### config.mk
export PLATFORM = sky130hd
export DESIGN_NAME = clit_cell
export DESIGN_NICKNAME = d
export VERILOG_FILES = /design/src/clit_pkg.sv /design/src/clit_cell.sv
export SDC_FILE = /design/constraint.sdc
export NUM_CORES = 1
export LEC_CHECK = 0
export ABC_AREA = 1
export BUFFER_PORTS_ARGS = -buffer_cell sky130_fd_sc_hd__buf_2
export CAP_MARGIN = 20
export CORE_UTILIZATION = 43
export DETAILED_ROUTE_END_ITERATION = 6
export GPL_ROUTABILITY_DRIVEN = 0
export PLACE_DENSITY_LB_ADDON = 0.25
export SETUP_SLACK_MARGIN = 0.1
export SLEW_MARGIN = 30
export SYNTH_ARGS = -nofsm -noshare
export SYNTH_HDL_FRONTEND = slang
export SYNTH_SLANG_ARGS = --single-unit
### constraint.sdc
create_clock -name i_clk -period 1.75 [get_ports i_clk]
set_input_delay 0.2625 -clock i_clk [delete_from_list [all_inputs] [get_ports i_clk]]
set_output_delay 0.2625 -clock i_clk [all_outputs]
set_load 0.01 [all_outputs]
### src/clit_pkg.sv
package clit_pkg;

    localparam int RANGE_W = 16;
    localparam int ANGLE_W = 14;
    localparam int RPM_W   = 15;
    localparam int STAT_W  = 2;
    localparam int CNT_W   = 5;
    localparam int IDX_W   = 4;
    localparam int PADDR_W = 3;
    localparam int PDATA_W = 32;
    localparam int PROD_W  = RANGE_W + RPM_W;

    localparam logic OP_QUERY = 1'b0;
    localparam logic OP_WRITE = 1'b1;

    localparam logic [STAT_W-1:0] ST_INTERP = 2'd0;
    localparam logic [STAT_W-1:0] ST_CLAMP  = 2'd1;
    localparam logic [STAT_W-1:0] ST_NOMAP  = 2'd2;

    // register index taken from paddr[2]
    localparam logic REG_POINT_COUNT = 1'b0;

    localparam logic [CNT_W-1:0] COUNT_RESET = 5'd4;
    localparam int STARTER_N = 4;

    typedef struct packed {
        logic [RANGE_W-1:0] range_mm;
        logic [ANGLE_W-1:0] angle;
        logic [RPM_W-1:0]   rpm;
    } t_point;

    // query walking down the cell row
    typedef struct packed {
        logic               vld;
        logic               done;
        logic               found;
        logic [STAT_W-1:0]  status;
        logic [RANGE_W-1:0] r;
        t_point             prev;
        t_point             lo;
        t_point             hi;
    } t_token;

    function automatic t_point starter_point(input int k);
        t_point p;
        p = '0;
        case (k)
            0: p = '{range_mm: 16'd1500, angle: 14'd2000, rpm: 15'd2500};
            1: p = '{range_mm: 16'd2500, angle: 14'd2800, rpm: 15'd3200};
            2: p = '{range_mm: 16'd3500, angle: 14'd3400, rpm: 15'd3900};
            3: p = '{range_mm: 16'd4500, angle: 14'd3900, rpm: 15'd4500};
            default: p = '0;
        endcase
        return p;
    endfunction

endpackage

### src/clit_cell.sv
module clit_cell #(
    parameter int K  = 0,
    parameter int NW = 5
) (
    input  logic                          i_clk,
    input  logic                          i_rst_n,
    input  logic                          i_wr,
    input  logic [clit_pkg::IDX_W-1:0]    i_wr_idx,
    input  clit_pkg::t_point              i_wr_pt,
    input  logic [NW-1:0]                 i_n,
    input  clit_pkg::t_token              i_tok,
    output clit_pkg::t_token              o_tok
);
    import clit_pkg::*;

    localparam logic [NW-1:0] KN  = NW'(K);
    localparam logic [NW-1:0] KN1 = NW'(K + 1);

    t_point r_pt;
    t_token r_tok;
    t_token n_tok;
    logic   wr_hit;

    assign wr_hit = i_wr && (K < (1 << IDX_W)) && (i_wr_idx == IDX_W'(K));

    always_comb begin
        n_tok = i_tok;
        if (i_tok.vld && !i_tok.done) begin
            if (K == 0) begin
                if (i_n == '0) begin
                    n_tok.done   = 1'b1;
                    n_tok.status = ST_NOMAP;
                    n_tok.lo     = '0;
                end else if (i_n == KN1 || i_tok.r <= r_pt.range_mm) begin
                    n_tok.done   = 1'b1;
                    n_tok.status = ST_CLAMP;
                    n_tok.lo     = r_pt;
                end
            end else if (i_n > KN) begin
                // first bracketing pair wins
                if (!i_tok.found && i_tok.r >= i_tok.prev.range_mm
                        && i_tok.r <= r_pt.range_mm) begin
                    n_tok.found = 1'b1;
                    n_tok.lo    = i_tok.prev;
                    n_tok.hi    = r_pt;
                end
                if (i_n == KN1) begin
                    n_tok.done = 1'b1;
                    if (i_tok.r >= r_pt.range_mm) begin
                        n_tok.status = ST_CLAMP;
                        n_tok.lo     = r_pt;
                    end else if (n_tok.found) begin
                        n_tok.status = ST_INTERP;
                    end else begin
                        n_tok.status = ST_NOMAP;
                        n_tok.lo     = '0;
                    end
                end
            end
            n_tok.prev = r_pt;
        end
    end

    always_ff @(posedge i_clk) begin
        if (!i_rst_n) begin
            if (K < STARTER_N) begin
                r_pt <= starter_point(K);
            end
        end else if (wr_hit) begin
            r_pt <= i_wr_pt;
        end
    end

    always_ff @(posedge i_clk) begin
        if (!i_rst_n) begin
            r_tok.vld <= 1'b0;
        end else begin
            r_tok <= n_tok;
        end
    end

    assign o_tok = r_tok;

endmodule

Word level (Yosys, flattened, before mapping)
Cells that the tools add are included.
{"block": "classes", "n_addsub": 0, "multipliers": 0, "n_div": 0, "order_cmp": 1, "n_eq_ne": 1, "shift": 0, "mux": 8, "bitwise_logic": 0, "n_reduce_logical": 6}
{"op": "135-bit two-way mux", "count": 1}
{"op": "45-bit two-way mux", "count": 2}
{"op": "16-bit less-or-equal comparator", "count": 1}
{"op": "5-bit by 1-bit == test with 1-bit output, second input constant", "count": 1}
{"op": "5-bit zero test", "count": 1}
{"op": "4-bit zero test", "count": 1}
{"op": "2-bit two-way mux", "count": 2}
{"op": "4-bit two-way mux", "count": 1}
{"op": "1-bit logical AND", "count": 2}
{"op": "1-bit two-way mux", "count": 2}
{"op": "1-bit zero test", "count": 1}
{"op": "1-bit logical OR", "count": 1}
{"block": "word_totals", "reg_bits": 201, "latchBits": 0, "mem_bits_rw": 0, "romBits": 0, "inputBits": 213, "output_inout_bits": 156, "word_cells": 33, "mem_count": 0}

Depth between registers and ports, before layout
{"block": "depth", "ltp_word": 5, "mapped_depth": 16}

Least setup slack after synthesis
Ideal clock, no wire load.
{"block": "synth_path", "path_type": "reg2reg", "start": "register r_pt[44] in the netlist's numbering", "end": "register r_tok, in the netlist o_tok[50] (data pin)", "setup_time_ns": 0.254, "arrival_ns": 1.520, "slack_ns": -0.023, "stages_incl_launch_ff": 12, "synth_period_minus_slack_ns": 1.773, "path_cell_list": "dfxtp_1 inv_1 ha_1 nand2_1 nor2_1 nand2_1 nor2_2 nor2_4 buf_2 nand3_1 nand3_1 nand2_1"}
{"item": "start, declared", "line": "clit_cell.sv:19", "rtl": "t_point r_pt;"}
{"item": "start signal, assigned", "line": "clit_cell.sv:67", "rtl": "r_pt <= starter_point(K);"}
{"item": "start signal, assigned", "line": "clit_cell.sv:70", "rtl": "r_pt <= i_wr_pt;"}
{"item": "end signal, assigned", "line": "clit_cell.sv:78", "rtl": "r_tok <= n_tok;"}
{"item": "end, declared", "line": "clit_cell.sv:20", "rtl": "t_token r_tok;"}

==> results.txt <==
routed wire length: 28300 um
class of the worst hold path: in2reg
maximum VDD drop: 0.869 mV
DP HPWL: 18200 um
Mapped Area: 8450 um2
final setup TNS: -9.22 ns
WL per Instance: 17.8 um
switching power: 2990 uW
num rows: 50
synthesized area per cell: 10.2 um2
CTS tree: yes
cts bufs inserted: 22
Clock Path Buffers: 3
H-tree Lvls: 1
cell count after synthesis: 825
RSZ-0062 raised after global routing: true
Syn. warnings: 0
buffers plus inverters on the worst setup path: 2
Tcrit/Tclk final: 1.13
total core area: 19000 um2
internal power: 9350 uW
Area contributors post-synth: edfxtp_1 55%, dfxtp_1 11%, nand2_1 9.1%
synthesized flop and latch total: 201
CP top delay family: compound AO/OA/AOI/OAI gates
met3 WL: 2090 um
Layout area overhead: 57.6%
max_cap viols: 0
combinational power share: 0.153
fmax: 0.504 GHz
PD cells: 927 nW/um2
IO Count: 369
Top Layer Used: met5
leading area contributor after synthesis: edfxtp_1
largest net degree at the start of global routing: 81
Sw Share: 0.242
Mapped Nets: 1054
Slowest-stage cell, CP: dfxtp_2
share of layout cells above drive strength 1: 0.437
top-area cell type share of the netlist area: 0.551
Tot Pwr: 12300 uW
port bufs: 368
failing checks: setup timing
Via density: 4.95
Tightest Pin Transition: 0.444 ns
die height: 142 um
total global routing track utilization: 0.262
worst-path cell chain: inv_2, ha_4, a21oi_1, o21ai_1, a21oi_4, nand2_8, nand2_8, clkbuf_16, nand2_2, nand3_2, nand2_1
Worst-path clk slew: 0.06 ns
FF-to-FF setup slack: -0.24 ns
Lkg Pwr: 0.00624 uW
outcome: finished, violations left
first-pass GRT wire length: 40400 um
CP dominant cell by count: nand2_8
TritonRoute pass-1 iters: 5
Synth cell types: 25
detailed-route via count: 7868
Crit Path Category: reg2reg
clock sink count: 201
placed cell area: 11100 um2
met1 WL: 10700 um
final instance area: 13300 um2
setup violators final: 48
final net count: 1540
Die ar.: 20200 um2
Req. time, crit path: 2.01 ns
Final Max Slew Viols: 0
Post-Place Setup Slack: -0.213 ns
Remaining DRCs: 0
post-route minimum period: 1.99 ns
register area share after synthesis: 0.660
FILL cells: 1389
CTS Root Buffer Type: clkbuf_16
final setup margin: -0.236 ns
antenna-violating nets left: 0
Hold Slack: 0.0170 ns
Hold Vio Cnt, Final: 0
initial core utilization: 0.446
Clk pwr share: 0.396
width of the die: 142 um
clk_skew: 0.0157 ns
relative slew slack: 0.704
Startpoint Class: register
DR WL met2: 14600 um
CP arrival: 2.24 ns
crit-path max FO: 8
grt ovf: 0
Setup crit end kind: register
sequential share of power: 0.451
vias in the first global route: 7702
DR iter-0 viols: 515
Max stage delay on crit path: 0.32 ns
Clock Latency Late Sink: 0.51 ns
antenna violations before repair: 7
[repair_timing]
| action | CTS | global route |
|---|---|---|
| endpoints found under the hold margin | 81 | 0 |
| cloned | 0 | 9 |
| hold buffers | 81 | 0 |
| pin swaps | 6 | 44 |
| setup endpoints to repair | 48 | 48 |
| gates resized for setup | 25 | 90 |
| setup buffers | 2 | 2 |
[synthesized netlist by cell type]
| master | n |
|---|---|
| nor3b_2 | 1 |
| nor2_4 | 1 |
| and3_1 | 1 |
| ha_1 | 16 |
| nand4_1 | 1 |
| nor2_1 | 9 |
| buf_2 | 13 |
| nand2_8 | 1 |
| inv_2 | 2 |
| buf_1 | 5 |
| clkinv_1 | 2 |
| o21ai_0 | 85 |
| dfxtp_1 | 46 |
| o21ai_1 | 6 |
| nor2_2 | 1 |
| inv_1 | 102 |
| clkbuf_1 | 22 |
| buf_6 | 4 |
| nand2_4 | 1 |
| edfxtp_1 | 155 |
| a21oi_1 | 52 |
| nand3_1 | 92 |
| nand2_1 | 205 |
| nor3_1 | 1 |
| a21o_1 | 1 |
[power by group through the flow]
stage                     clock network (uW)  registers (uW)  logic [uW]
after detailed placement                   0            5660        1490
after global placement                     0            5660        1460
after global routing                    5100            5590        2050
after floorplan                            0            5820         505
final                                   4880            5570        1890
after CTS                               4960            5560        1670
[worst min-delay path: cells and delay by family]
kind | cells | cell delay [ns]
buf+inv | 1 | 0.07
compound gates | 2 | 0.15
[cell families after synthesis]
kind of cell / after synthesis / synth area share
AOI/OAI and AO/OA: 144 / 0.0856
adders and majority gates: 16 / 0.0237
buffers and inverters: 150 / 0.0721
DFF: 201 / 0.660
and+or+nand+nor: 314 / 0.159
[area by class of cell]
class                           instances  area (um2)  area share
Sequential cell                       201        5590       0.420
Antenna cell                            6        15.0     0.00113
Inverter                              106         402      0.0302
Clock buffer                           26         587      0.0441
Clock inverter                         12         161      0.0121
Timing Repair Buffer                  505        3420       0.257
Multi-Input combinational cell        475        2810       0.211
Tap cell                              260         325      0.0244
[state kept, by name (all words and copies together) (netlist names)]
register	flops
r_pt	45
o_tok	156
[final timing paths]
check                   startpoint  cells after the start                    end
max          r_pt[44]$_SDFFE_PN0P_                     11    o_tok[62]$_DFFE_PP_
min                    i_wr_pt[42]                      3  r_pt[42]$_SDFFE_PN0P_
max reg2reg  r_pt[44]$_SDFFE_PN0P_                     11    o_tok[62]$_DFFE_PP_
min reg2reg   r_pt[0]$_SDFFE_PN0P_                      2   r_pt[0]$_SDFFE_PN0P_
[stage by stage]
step / cells / util
2_1_floorplan: 825 / -
3_3_place_gp: 1453 / 0.583
3_5_place_dp: 1453 / 0.583
4_1_cts: 1574 / 0.671
5_1_grt: 1591 / 0.702
6_report: 1591 / 0.702
[cells in the final DEF (no fill, tap or decap), drive strengths merged]
cell         Yosys  final
nand2          207    208
edfxtp         155    155
ha              16     16
diode            0      6
and3             1      1
nand3           92     92
nor2            11     11
buf             22    417
inv            104    105
o21ai           91     91
a21o             1      1
nor3b            1      1
clkinv           2      9
clkbuf          22     33
nor3             1      1
dfxtp           46     46
bufinv           0      4
a21oi           52     52
nand4            1      1
dlygate4sd3      0     81
[per-layer routing]
layer | global-route usage | up-vias
li1 | - | 3755
met1 | 0.309 | 3711
met2 | 0.461 | 340
met3 | 0.0508 | 60
met4 | 0.117 | 2
met5 | 0 | -
No activity file was read; power rests on OpenSTA's default activity.
