--- src/clit_div.sv ---
module clit_div #(
    parameter int DW = 31,
    parameter int VW = 16
) (
    input  logic          i_clk,
    input  logic          i_rst_n,
    input  logic          i_start,
    input  logic [DW-1:0] i_dividend,
    input  logic [VW-1:0] i_divisor,
    output logic          o_done,
    output logic [DW-1:0] o_quot
);
    localparam int CW = $clog2(DW + 1);

    logic [VW:0]   r_rem;
    logic [DW-1:0] r_quo;
    logic [VW-1:0] r_div;
    logic [CW-1:0] r_cnt;
    logic          r_busy;
    logic          r_done;
    logic [VW:0]   rem_sh;
    logic          take;

    // restoring division, one quotient bit per cycle
    assign rem_sh = {r_rem[VW-1:0], r_quo[DW-1]};
    assign take   = rem_sh >= {1'b0, r_div};

    always_ff @(posedge i_clk) begin
        if (!i_rst_n) begin
            r_busy <= 1'b0;
            r_done <= 1'b0;
            r_cnt  <= '0;
        end else begin
            r_done <= 1'b0;
            if (i_start) begin
                r_busy <= 1'b1;
                r_cnt  <= '0;
                r_rem  <= '0;
                r_quo  <= i_dividend;
                r_div  <= i_divisor;
            end else if (r_busy) begin
                r_rem <= take ? (rem_sh - {1'b0, r_div}) : rem_sh;
                r_quo <= {r_quo[DW-2:0], take};
                r_cnt <= r_cnt + 1'b1;
                if (r_cnt == CW'(DW - 1)) begin
                    r_busy <= 1'b0;
                    r_done <= 1'b1;
                end
            end
        end
    end

    assign o_done = r_done;
    assign o_quot = r_quo;

endmodule

--- config.mk ---
export PLATFORM = sky130hd
export DESIGN_NAME = clit_div
export DESIGN_NICKNAME = d
export VERILOG_FILES = /design/src/clit_div.sv
export SDC_FILE = /design/constraint.sdc
export NUM_CORES = 1
export LEC_CHECK = 0
export BUFFER_PORTS_ARGS = -buffer_cell sky130_fd_sc_hd__buf_2
export CELL_PAD_IN_SITES_DETAIL_PLACEMENT = 0
export CELL_PAD_IN_SITES_GLOBAL_PLACEMENT = 1
export CORE_AREA = 4 4 107 109
export CTS_CLUSTER_DIAMETER = 80
export DETAILED_ROUTE_END_ITERATION = 8
export DIE_AREA = 0 0 111 113
export HOLD_SLACK_MARGIN = 0.05
export PLACE_DENSITY_LB_ADDON = 0.1
export RECOVER_POWER = 50
export SLEW_MARGIN = 20
export SYNTH_ARGS = -nofsm -noshare
export SYNTH_HDL_FRONTEND = slang
export SYNTH_SLANG_ARGS = --single-unit
--- constraint.sdc ---
create_clock -name i_clk -period 2.85 [get_ports i_clk]
set_input_delay 0.57 -clock i_clk [delete_from_list [all_inputs] [get_ports i_clk]]
set_output_delay 0.57 -clock i_clk [all_outputs]
set_load 0.02 [all_outputs]
Word-level counts from Yosys, hierarchy flattened
Index checks and enable logic that the tools add are counted.

Logic and storage cells: 25. Register bits: 70. Bits in writable memories: 0. Bits in latches: 0. Memories kept: 0. Input bits: 50. Bits in read-only memories: 0.

Shift-type cells: 0. Reduce and logical (&&, ||, !) cells: 5. Div/mod/pow operators: 0. Order comparisons: 1. Muxes and demuxes: 8. Add/subtract/negate cells: 2. $mul: 0. Bitwise logic cells: 2. Equality and inequality tests: 1.

Operator list (count): $mux W31 (2); $mux W16 (2); $ge A17 B16 Y1 (1); $sub A16 B16 Y16 (1); $add A5 B1 Y5 const B (1); $eq A5 B5 Y1 const B (1); $mux W1 (4); $reduce_and A2 Y1 (2); $reduce_or A3 Y1 (1); $not A1 Y1 (2); $reduce_bool A2 Y1 (1); $reduce_or A2 Y1 (1).

Depth between registers and ports, before layout
Gate-level depths: netlist of run 1.

Word-level depth: 4. Mapped depth: 10. Gate-level depth less buffers: 10.

Least setup slack after synthesis of run 1
OpenSTA, ideal clock, no wires.

Path kind: register -> register. Start: reg r_quo[30] (netlist: o_quot[30]). End: reg r_rem[12] (data pin). Clock period less this slack: 2.349 ns. Stages on the path, launching flop included: 11. Setup slack: 0.501 ns. Buffers on the path: 0. Data required time: 2.702 ns. Arrival time: 2.201 ns. Setup time: 0.148 ns. Path through: edfxtp_1 -> inv_1 -> ha_1 -> fa_1 -> nor2b_1 -> o31a_2 -> o21ai_1 -> a2111oi_0 -> a41o_1 -> o21ai_0 -> a21oi_1.

Word-level cells in the longest chain between the ends: 3. Elaborated cells on any way between the ends: 4. Classes of those cells: 1 x add/sub; 1 x order compare; 2 x mux.

RTL lines: start: declaration (line 16) `logic [DW-1:0] r_quo;`; start signal: assignment (line 39) `r_quo <= i_dividend;`; start signal: assignment (line 43) `r_quo <= {r_quo[DW-2:0], take};`; $sub A16 B16 Y16 / $ge A17 B16 Y1 (equally long branches) (line 42, 26); $mux W16 (*) (line 42) `r_rem <= take ? (rem_sh - {1'b0, r_div}) : rem_sh;`; $mux W16 (*) (line 41) `end else if (r_busy) begin`; end signal: assignment (line 42); end: declaration (line 15) `logic [VW:0] r_rem;`.

Every way passes the cells marked *; elsewhere a longest branch is shown, timed or not. The select of a mux whose other input is x is not followed. A chain may end at the register's enable or synchronous reset.

Worst setup path in the final report of run 1
Start: reg r_rem[1]. End: reg r_quo[0] (netlist: o_quot[0]) (data pin).

Word-level cells in the longest chain between the ends: 3.

RTL lines: $ge A17 B16 Y1 (line 26) `assign take = rem_sh >= {1'b0, r_div};`; $mux W31 (line 41); $mux W31 (line 35) `if (i_start) begin`.

Every way passes these cells. The select of a mux whose other input is x is not followed.

==> impl_summary.md, run 1 <==
Worst setup path
For the worst flop-to-flop path, the logic depth is 7. The critical path crosses 7 cells after its start point. In this design, the stage delay of the slowest critical-path cell is 0.42 ns. The buffer and inverter count on the worst path is 0.

The required time at the worst-slack endpoint is 2.95 ns. The arrival time of the worst setup path is 2.69 ns. Traced cell by cell, the critical path runs through ha_1 > o211ai_2 > a21oi_2 > o41ai_2 > o311ai_1 > a21o_2 > mux2_2.

The startpoint kind of the worst setup timing path is a flip-flop. The family of cells with the greatest summed delay on the critical path is compound AO/OA/AOI/OAI gates. The slowest stage of the critical path belongs to the cell sky130_fd_sc_hd__a21o_2. The maximum fanout along the worst path is 22.

STA classifies the critical path endpoint as a flip-flop. The classification of the worst setup path is flip-flop to flip-flop.

Final layout
The multi-input combinational cells in the finished layout cover a total of 1510 um^2. The final cell area excluding filler cells is 4380 um^2. The number of fill cells is 1077. From synthesis to final layout, the design area changed by 19.0%.

The sequential cells in the finished layout cover a total of 2030 um^2. The fraction of final layout cells with drive strength greater than 1 is 28.8%. The final layout net count is 449. The count of inserted antenna diode cells is 0.

The count of placed standard cells in the final layout, fillers left out is 525.

Clock tree
The maximum root-to-sink buffer count is 2. The total setup buffers inserted after CTS is 0. Clock-pin slew was measured on the worst setup and hold paths at 0.08 ns. The H-tree generated during clock tree synthesis spans 3 levels. TritonCTS built the clock tree. The TritonCTS buffer count is 9. Clock latency on the worst-skew pair, taken at its later pin, is 0.34 ns. Clock tree synthesis found a total of 70 sinks. The total of hold buffers inserted after clock tree synthesis is 0.

The root buffer selected by CTS is sky130_fd_sc_hd__clkbuf_8. In this run, post-CTS repair resized a total of 0 instances.

Floorplanning
The total number of placement rows is 38. In this run the horizontal extent of the chip is 111 um. The floorplan step defined a core boundary enclosing 10600 um^2. For this configuration, the core starts out at a cell density of 34.7%. In this run the vertical extent of the chip is 113 um. Pin placement for this block handled 82 I/O pins. The floorplan step defined a die boundary enclosing 12500 um^2.

Synthesis
The post-synthesis async set-or-reset flop share is 0%. The sequential area share after synthesis is 55.2%. Synthesis produced a netlist whose cell count is 295. In the post-synthesis netlist, the biggest area contributors are sky130_fd_sc_hd__edfxtp_1 51%, sky130_fd_sc_hd__mux2_2 9.5%, sky130_fd_sc_hd__ha_1 6.1%, sky130_fd_sc_hd__dfxtp_1 3.8%, sky130_fd_sc_hd__nor2_1 2.4%. The number of nets in the synthesized netlist is 364. The mean area per synthesized cell is 12.5 um^2.

The top-area cell type share of the netlist area is 51.4%. The post-synthesis sequential element count is 70. The number of distinct library cell variants in the gate-level netlist after synthesis is 49. The number of enable flip-flop cells after synthesis is 63. The dominant synthesized flop cell is sky130_fd_sc_hd__edfxtp_1. The mapped netlist covers 3680 um^2. During synthesis, Yosys emitted a total of 0 warnings. The library cell occupying the most area in the post-synthesis netlist is sky130_fd_sc_hd__edfxtp_1.

Pwr
Dividing total power by cell area gives a power density of 586 nW/um^2. The completed layout was analyzed and its total power is 2.57 mW. VDD sags by at most 283 uV. The analysis attributes to cell leakage a power of 1.77 nW.

Run
The number of maximum-capacitance violations is 0.

Placed design
The instance count after placement with tap cells included is 509. Buffers placed on the I/O ports in this run total 81. The weighted congestion reported at the end of routability-driven placement is 0.718. The placed instances occupy a cell area of 4250 um^2. Once detailed placement completed, the half-perimeter wirelength came to 5630 um.

Global routing
The global-route wire length before repair is 12800 um. The initial antenna violation count is 1. The all-layer global routing usage is 12.8%. The total overflow reported by the global router is 0.

The number of global-route vias before repair is 2620. Entering global routing, the biggest net connects 48 pins.

STA
The number of setup violations in the final report is 0. The final hold slack is 0.398 ns. After layout, the minimum clock period comes to 2.59 ns. Summed over all failing endpoints, the final setup total negative slack is 0 ns. Static timing analysis puts the maximum clock frequency at 0.386 GHz.

The final hold violation count was 0. The final worst clock skew is 0.00754 ns. Dividing the final minimum period by the clock period gives 90.9%. The max-slew violation count came to 0. For the pin with the worst max-slew slack, the measured transition is 0.988 ns. In this run the tightest slew margin relative to its limit is 34.1%. Setup repair after global routing left no endpoint under its margin.

Status
The flow ran to the end, and the final reports show no timing, DRC or antenna violations.

Detailed routing
After the first detailed-routing iteration, the DRC count stood at 81. The number of remaining DRC errors is 0. The routed length per placed instance is 15.2 um. The number of optimization iterations in the first detailed-route pass is 4. The routed via count divided by cell count is 4.85. In this run the remaining antenna-violating nets after routing total 0. For this block, the via count after detailed routing is 2544. The wire length reported by the detailed router is 7970 um.

Worst hold path
The path category of the worst min-delay check is primary input to flip-flop. Along the worst hold path, the cell count comes to 1.
-- worst register-to-register path, stage by stage, from the launching register on --
cell                       delay, ns
sky130_fd_sc_hd__edfxtp_1       0.40
sky130_fd_sc_hd__ha_1           0.39
sky130_fd_sc_hd__o211ai_2       0.18
sky130_fd_sc_hd__a21oi_2        0.07
sky130_fd_sc_hd__o41ai_2        0.36
sky130_fd_sc_hd__o311ai_1       0.19
sky130_fd_sc_hd__a21o_2         0.42
sky130_fd_sc_hd__mux2_2         0.34
-- synthesized netlist by cell type, drive strengths merged, types with 2 or more instances --
library cell  count
a31oi             2
buf               6
inv              22
xnor2            10
mux2i             8
o211ai            2
dfxtp             7
o21a              6
nand4             5
a21oi            13
xor2              5
nand2b            3
a21o              8
clkbuf            6
o21ai             7
a211oi            7
nor2             24
nand3             4
mux2             31
edfxtp           63
nand2            17
ha               18
-- flip-flops by register name, indices dropped and copies added (netlist names) --
register and cells:
r_busy 1, r_div 16, r_rem 16, r_cnt 5
o_done 1, o_quot 31
-- final cells by class --
type	instances	share of cell area, %
Multi-Input combinational cell	191	34.4
Inverter	22	1.89
Clock buffer	10	2.91
Timing Repair Buffer	86	9.54
Clock inverter	6	0.857
Sequential cell	70	46.4
Tap cell	140	4.00
-- cells in the final DEF, fill, tap and decap left out, types with 10 or more instances in the layout --
| master | count |
|---|---|
| sky130_fd_sc_hd__a21oi_1 | 12 |
| sky130_fd_sc_hd__buf_2 | 54 |
| sky130_fd_sc_hd__clkbuf_1 | 29 |
| sky130_fd_sc_hd__edfxtp_1 | 63 |
| sky130_fd_sc_hd__ha_1 | 18 |
| sky130_fd_sc_hd__inv_1 | 22 |
| sky130_fd_sc_hd__mux2_2 | 31 |
| sky130_fd_sc_hd__nand2_1 | 17 |
| sky130_fd_sc_hd__nor2_1 | 24 |
| sky130_fd_sc_hd__xnor2_1 | 10 |
-- final timing paths --
path / start / end / slack (ns)
max: r_rem[1]$_SDFFCE_PP0P_ / o_quot[0]$_DFFE_PP_ / 0.26
min: i_divisor[3] / r_div[3]$_DFFE_PP_ / 0.40
min reg2reg: r_cnt[1]$_SDFFE_PP0P_ / r_cnt[1]$_SDFFE_PP0P_ / 0.53
max reg2reg: r_rem[1]$_SDFFCE_PP0P_ / o_quot[0]$_DFFE_PP_ / 0.26
-- per-layer routing --
metal  vias up  track usage, %  share of wire [%]
li1       1264               -                  -
met1      1192            16.3                 47
met2        77            19.7                 44
met3         9            5.72                7.9
met4         2            3.69                1.2
met5         -               0               0.15
-- through the flow --
stage          worst slack (ns)  utilization, %
3_5_place_dp              0.255            40.1
6_report                  0.259            41.3
2_1_floorplan             0.501               -
5_1_grt                  0.0691            41.3
4_1_cts                   0.250            41.7
3_3_place_gp              0.304            40.1
-- cell families after synthesis --
| kind of cell | count (synthesis) | share of synthesized area (%) |
|---|---|---|
| AO/OA/AOI/OAI | 57 | 11.3 |
| XOR/XNOR | 15 | 3.57 |
| adder cells (fa/ha/maj) | 19 | 6.66 |
| buffers and inverters | 34 | 3.87 |
| flip-flops | 70 | 55.2 |
| multiplexers | 39 | 11.7 |
| AND/OR/NAND/NOR | 61 | 7.75 |
-- power breakdown --
group | switching [mW] | internal, mW
Clock | 0.404 | 0.314
Sequential | 0.0378 | 1.22
Combinational | 0.332 | 0.264
No activity file was read; power rests on OpenSTA's default activity.
==> run 2: changes to the inputs <==
BUFFER_PORTS_ARGS = -buffer_cell sky130_fd_sc_hd__buf_4   (was -buffer_cell sky130_fd_sc_hd__buf_2)
==> impl_summary.md, run 2 (same netlist as run 1, synthesis figures left out) <==
Run
The number of maximum-capacitance violations was 0 (unchanged).

Clock tree
The maximum root-to-sink buffer count came to 2 (unchanged). The clock transition time at the flip-flop clock pins of the worst setup and hold paths is 0.08 ns (about the same). The root buffer selected by CTS is sky130_fd_sc_hd__clkbuf_8 (unchanged).

The post-CTS resize count is 0 (unchanged). The number of sinks on the clock net is 70 (unchanged). The clock network latency to the later pin of the worst-skew pair is 0.34 ns (about the same).

The TritonCTS buffer count is 9 (unchanged). The number of H-tree levels is 3 (unchanged). The total setup buffers inserted after CTS came to 0 (unchanged). The total of hold buffers inserted after clock tree synthesis is 0 (unchanged). The clock tree from TritonCTS is done (unchanged).

Detailed routing
The routed via count divided by cell count was 4.81 (was 4.85). The routed length per placed instance is 15.4 um (was 15.2 um). The via count of the routed design was 2519 (was 2544). The number of optimization iterations in the first detailed-route pass is 4 (unchanged). The number of antenna-violating nets in the routed design came to 0 (unchanged). The violation count after the first detailed-routing iteration was 72 (was 81). The number of remaining DRC errors is 0 (unchanged). The wire length reported by the detailed router is 8060 um (was 7970 um).

STA
The final worst clock skew came to 0.0106 ns (was 0.00754 ns). The slew of the pin with the lowest slew margin came to 1.05 ns (was 0.988 ns). The final hold slack came to 0.423 ns (was 0.398 ns). The final critical-path required period is 2.61 ns (was 2.59 ns). The number of setup violations in the final report is 0 (unchanged). The portion of the clock cycle consumed by the worst path in the final layout came to 91.6% (was 90.9%). The maximum clock frequency is 0.383 GHz (was 0.386 GHz).

The final hold violation count was 0 (unchanged). The worst slew margin relative to its limit was 30.0% (was 34.1%). The max-slew violation count came to 0 (unchanged). The final worst slack came to 0.239 ns (was 0.259 ns). Setup repair after global routing missed its margin: no (unchanged).

The final setup TNS is 0 ns (unchanged).

Placed design
The pre-CTS setup slack was 0.257 ns (was 0.255 ns). The post-DP HPWL came to 5750 um (was 5630 um). The count of input and output buffers was 81 (unchanged). The weighted congestion reported at the end of routability-driven placement is 0.735 (was 0.718).

Global routing
The initial antenna violation count was 0 (was 1). The all-layer global routing usage is 13.4% (was 12.8%). The pin count of the biggest net entering global routing is 36 (was 48). The total overflow reported by the global router is 0 (unchanged). The global-route wire length before repair is 13300 um (was 12800 um). The number of global-route vias before repair is 2737 (was 2620).

Worst setup path
The required time at the worst-slack endpoint is 2.94 ns (was 2.95 ns). The path depth of the worst reg2reg path came to 7 (unchanged). The classification of the worst setup path is flip-flop to flip-flop (unchanged). The startpoint of the worst register-to-register path is r_rem[1]$_SDFFCE_PP0P_ (unchanged). The arrival time of the worst setup path is 2.70 ns (was 2.69 ns). The maximum fanout along the worst path is 22 (unchanged). The end point of the critical path is o_quot[0]$_DFFE_PP_ (unchanged). The destination of the worst register-to-register timing path is o_quot[0]$_DFFE_PP_ (unchanged). The endpoint class of the critical path is a flip-flop (unchanged).

The startpoint kind of the worst setup timing path is a flip-flop (unchanged). The launching element of the worst setup path was r_rem[1]$_SDFFCE_PP0P_ (unchanged). The reg2reg setup slack is 0.24 ns (was 0.26 ns).

Pwr
The largest voltage drop on the vdd net came to 240 uV (was 283 uV). The leakage power total came to 1.90 nW (was 1.77 nW). The ratio of total power to cell area is 587 nW/um^2 (was 586 nW/um^2).

Final layout
The area taken by flip-flops and latches is 2030 um^2 (unchanged). The area of the multi-input gates came to 1510 um^2 (unchanged). The core occupancy in the finished layout was 43.5% (was 41.3%).

The layout overhead on the synthesized area is 25.2% (was 19.0%). The fraction of final layout cells with drive strength greater than 1 is 33.3% (was 28.8%). The number of fill cells is 1018 (was 1077).

The leading cell type in the layout, fill and taps excluded is sky130_fd_sc_hd__edfxtp_1 (unchanged). The final layout net count is 448 (was 449). The flip-flop count of the largest register after layout came to 31 (unchanged).

The count of inserted antenna diode cells is 0 (unchanged). Commonest cells after routing, fill and taps aside: 63 x sky130_fd_sc_hd__edfxtp_1, 57 x sky130_fd_sc_hd__buf_4, 31 x sky130_fd_sc_hd__mux2_2 (was 63 x sky130_fd_sc_hd__edfxtp_1, 54 x sky130_fd_sc_hd__buf_2, 31 x sky130_fd_sc_hd__mux2_2).

Floorplanning
The die outline area was 12500 um^2 (unchanged). The width of the die came to 111 um (unchanged). The height of the chip came to 113 um (unchanged).

The I/O pin count is 82 (unchanged). The initial core utilization is 34.7% (unchanged). The area inside the core boundary is 10600 um^2 (unchanged).

The total number of placement rows is 38 (unchanged).

Status
Run status: finished clean (unchanged).

Worst hold path
The path category of the worst min-delay check was primary input to flip-flop (unchanged).
-- run 2: cell types whose count changed in the layout (fill, tap and decap cells not counted), moves of 16 or more --
cell                       before  now
sky130_fd_sc_hd__clkbuf_4       0   16
sky130_fd_sc_hd__buf_2         54    0
sky130_fd_sc_hd__clkbuf_1      29   12
sky130_fd_sc_hd__buf_4          3   57
-- run 2: worst min path at each step --
stage / cells after the start / startpoint / slack [ns] / end
after global routing: 1 / i_divisor[14] / 0.38 / r_div[14]$_DFFE_PP_
after floorplan: 2 / r_cnt[4]$_SDFFE_PP0P_ / 0.47 / r_cnt[4]$_SDFFE_PP0P_
after global placement: 2 / r_cnt[1]$_SDFFE_PP0P_ / 0.51 / r_cnt[1]$_SDFFE_PP0P_
final: 1 / i_divisor[2] / 0.42 / r_div[2]$_DFFE_PP_
after CTS: 1 / i_divisor[14] / 0.37 / r_div[14]$_DFFE_PP_
after detailed placement: 2 / r_cnt[1]$_SDFFE_PP0P_ / 0.51 / r_cnt[1]$_SDFFE_PP0P_
-- run 2: worst max-delay path, cell delays in order, from the launching register on --
cell and delay (ns):
sky130_fd_sc_hd__edfxtp_1 0.39, sky130_fd_sc_hd__ha_1 0.39, sky130_fd_sc_hd__o211ai_2 0.18, sky130_fd_sc_hd__a21oi_2 0.07, sky130_fd_sc_hd__o41ai_2 0.38, sky130_fd_sc_hd__o311ai_1 0.19
sky130_fd_sc_hd__a21o_2 0.42, sky130_fd_sc_hd__mux2_2 0.34
-- run 2: per-stage QoR --
step	std cells	cell area (um^2)	power, mW
6_report	524	4610	2.70
2_1_floorplan	295	3680	1.72
5_1_grt	524	4610	2.87
3_3_place_gp	508	4450	1.92
3_5_place_dp	508	4450	1.92
4_1_cts	524	4650	2.76
-- run 2: power breakdown --
| part | internal, mW | total, mW | leakage [nW] | switching [mW] |
|---|---|---|---|---|
| Combinational | 0.293 | 0.628 | 1.14 | 0.335 |
| Sequential | 1.22 | 1.25 | 0.659 | 0.0378 |
| Clock | 0.422 | 0.823 | 0.106 | 0.400 |
| Total | 1.93 | 2.70 | 1.90 | 0.773 |
-- run 2: area by class of cell --
cell class	count	area share, %
clock buffers	13	3.91
clock inverters	3	0.462
inverters	22	1.79
multi-input cells	191	32.7
flip-flops and latches	70	44.1
well taps	140	3.80
repair buffers	85	13.2
-- run 2: routing by layer --
| metal | GRT usage [%] | share of wire, % |
|---|---|---|
| met1 | 16.4 | 45 |
| met4 | 4.60 | 0.91 |
| met5 | 0 | 0 |
| met3 | 6.68 | 9.1 |
| met2 | 20.6 | 45 |
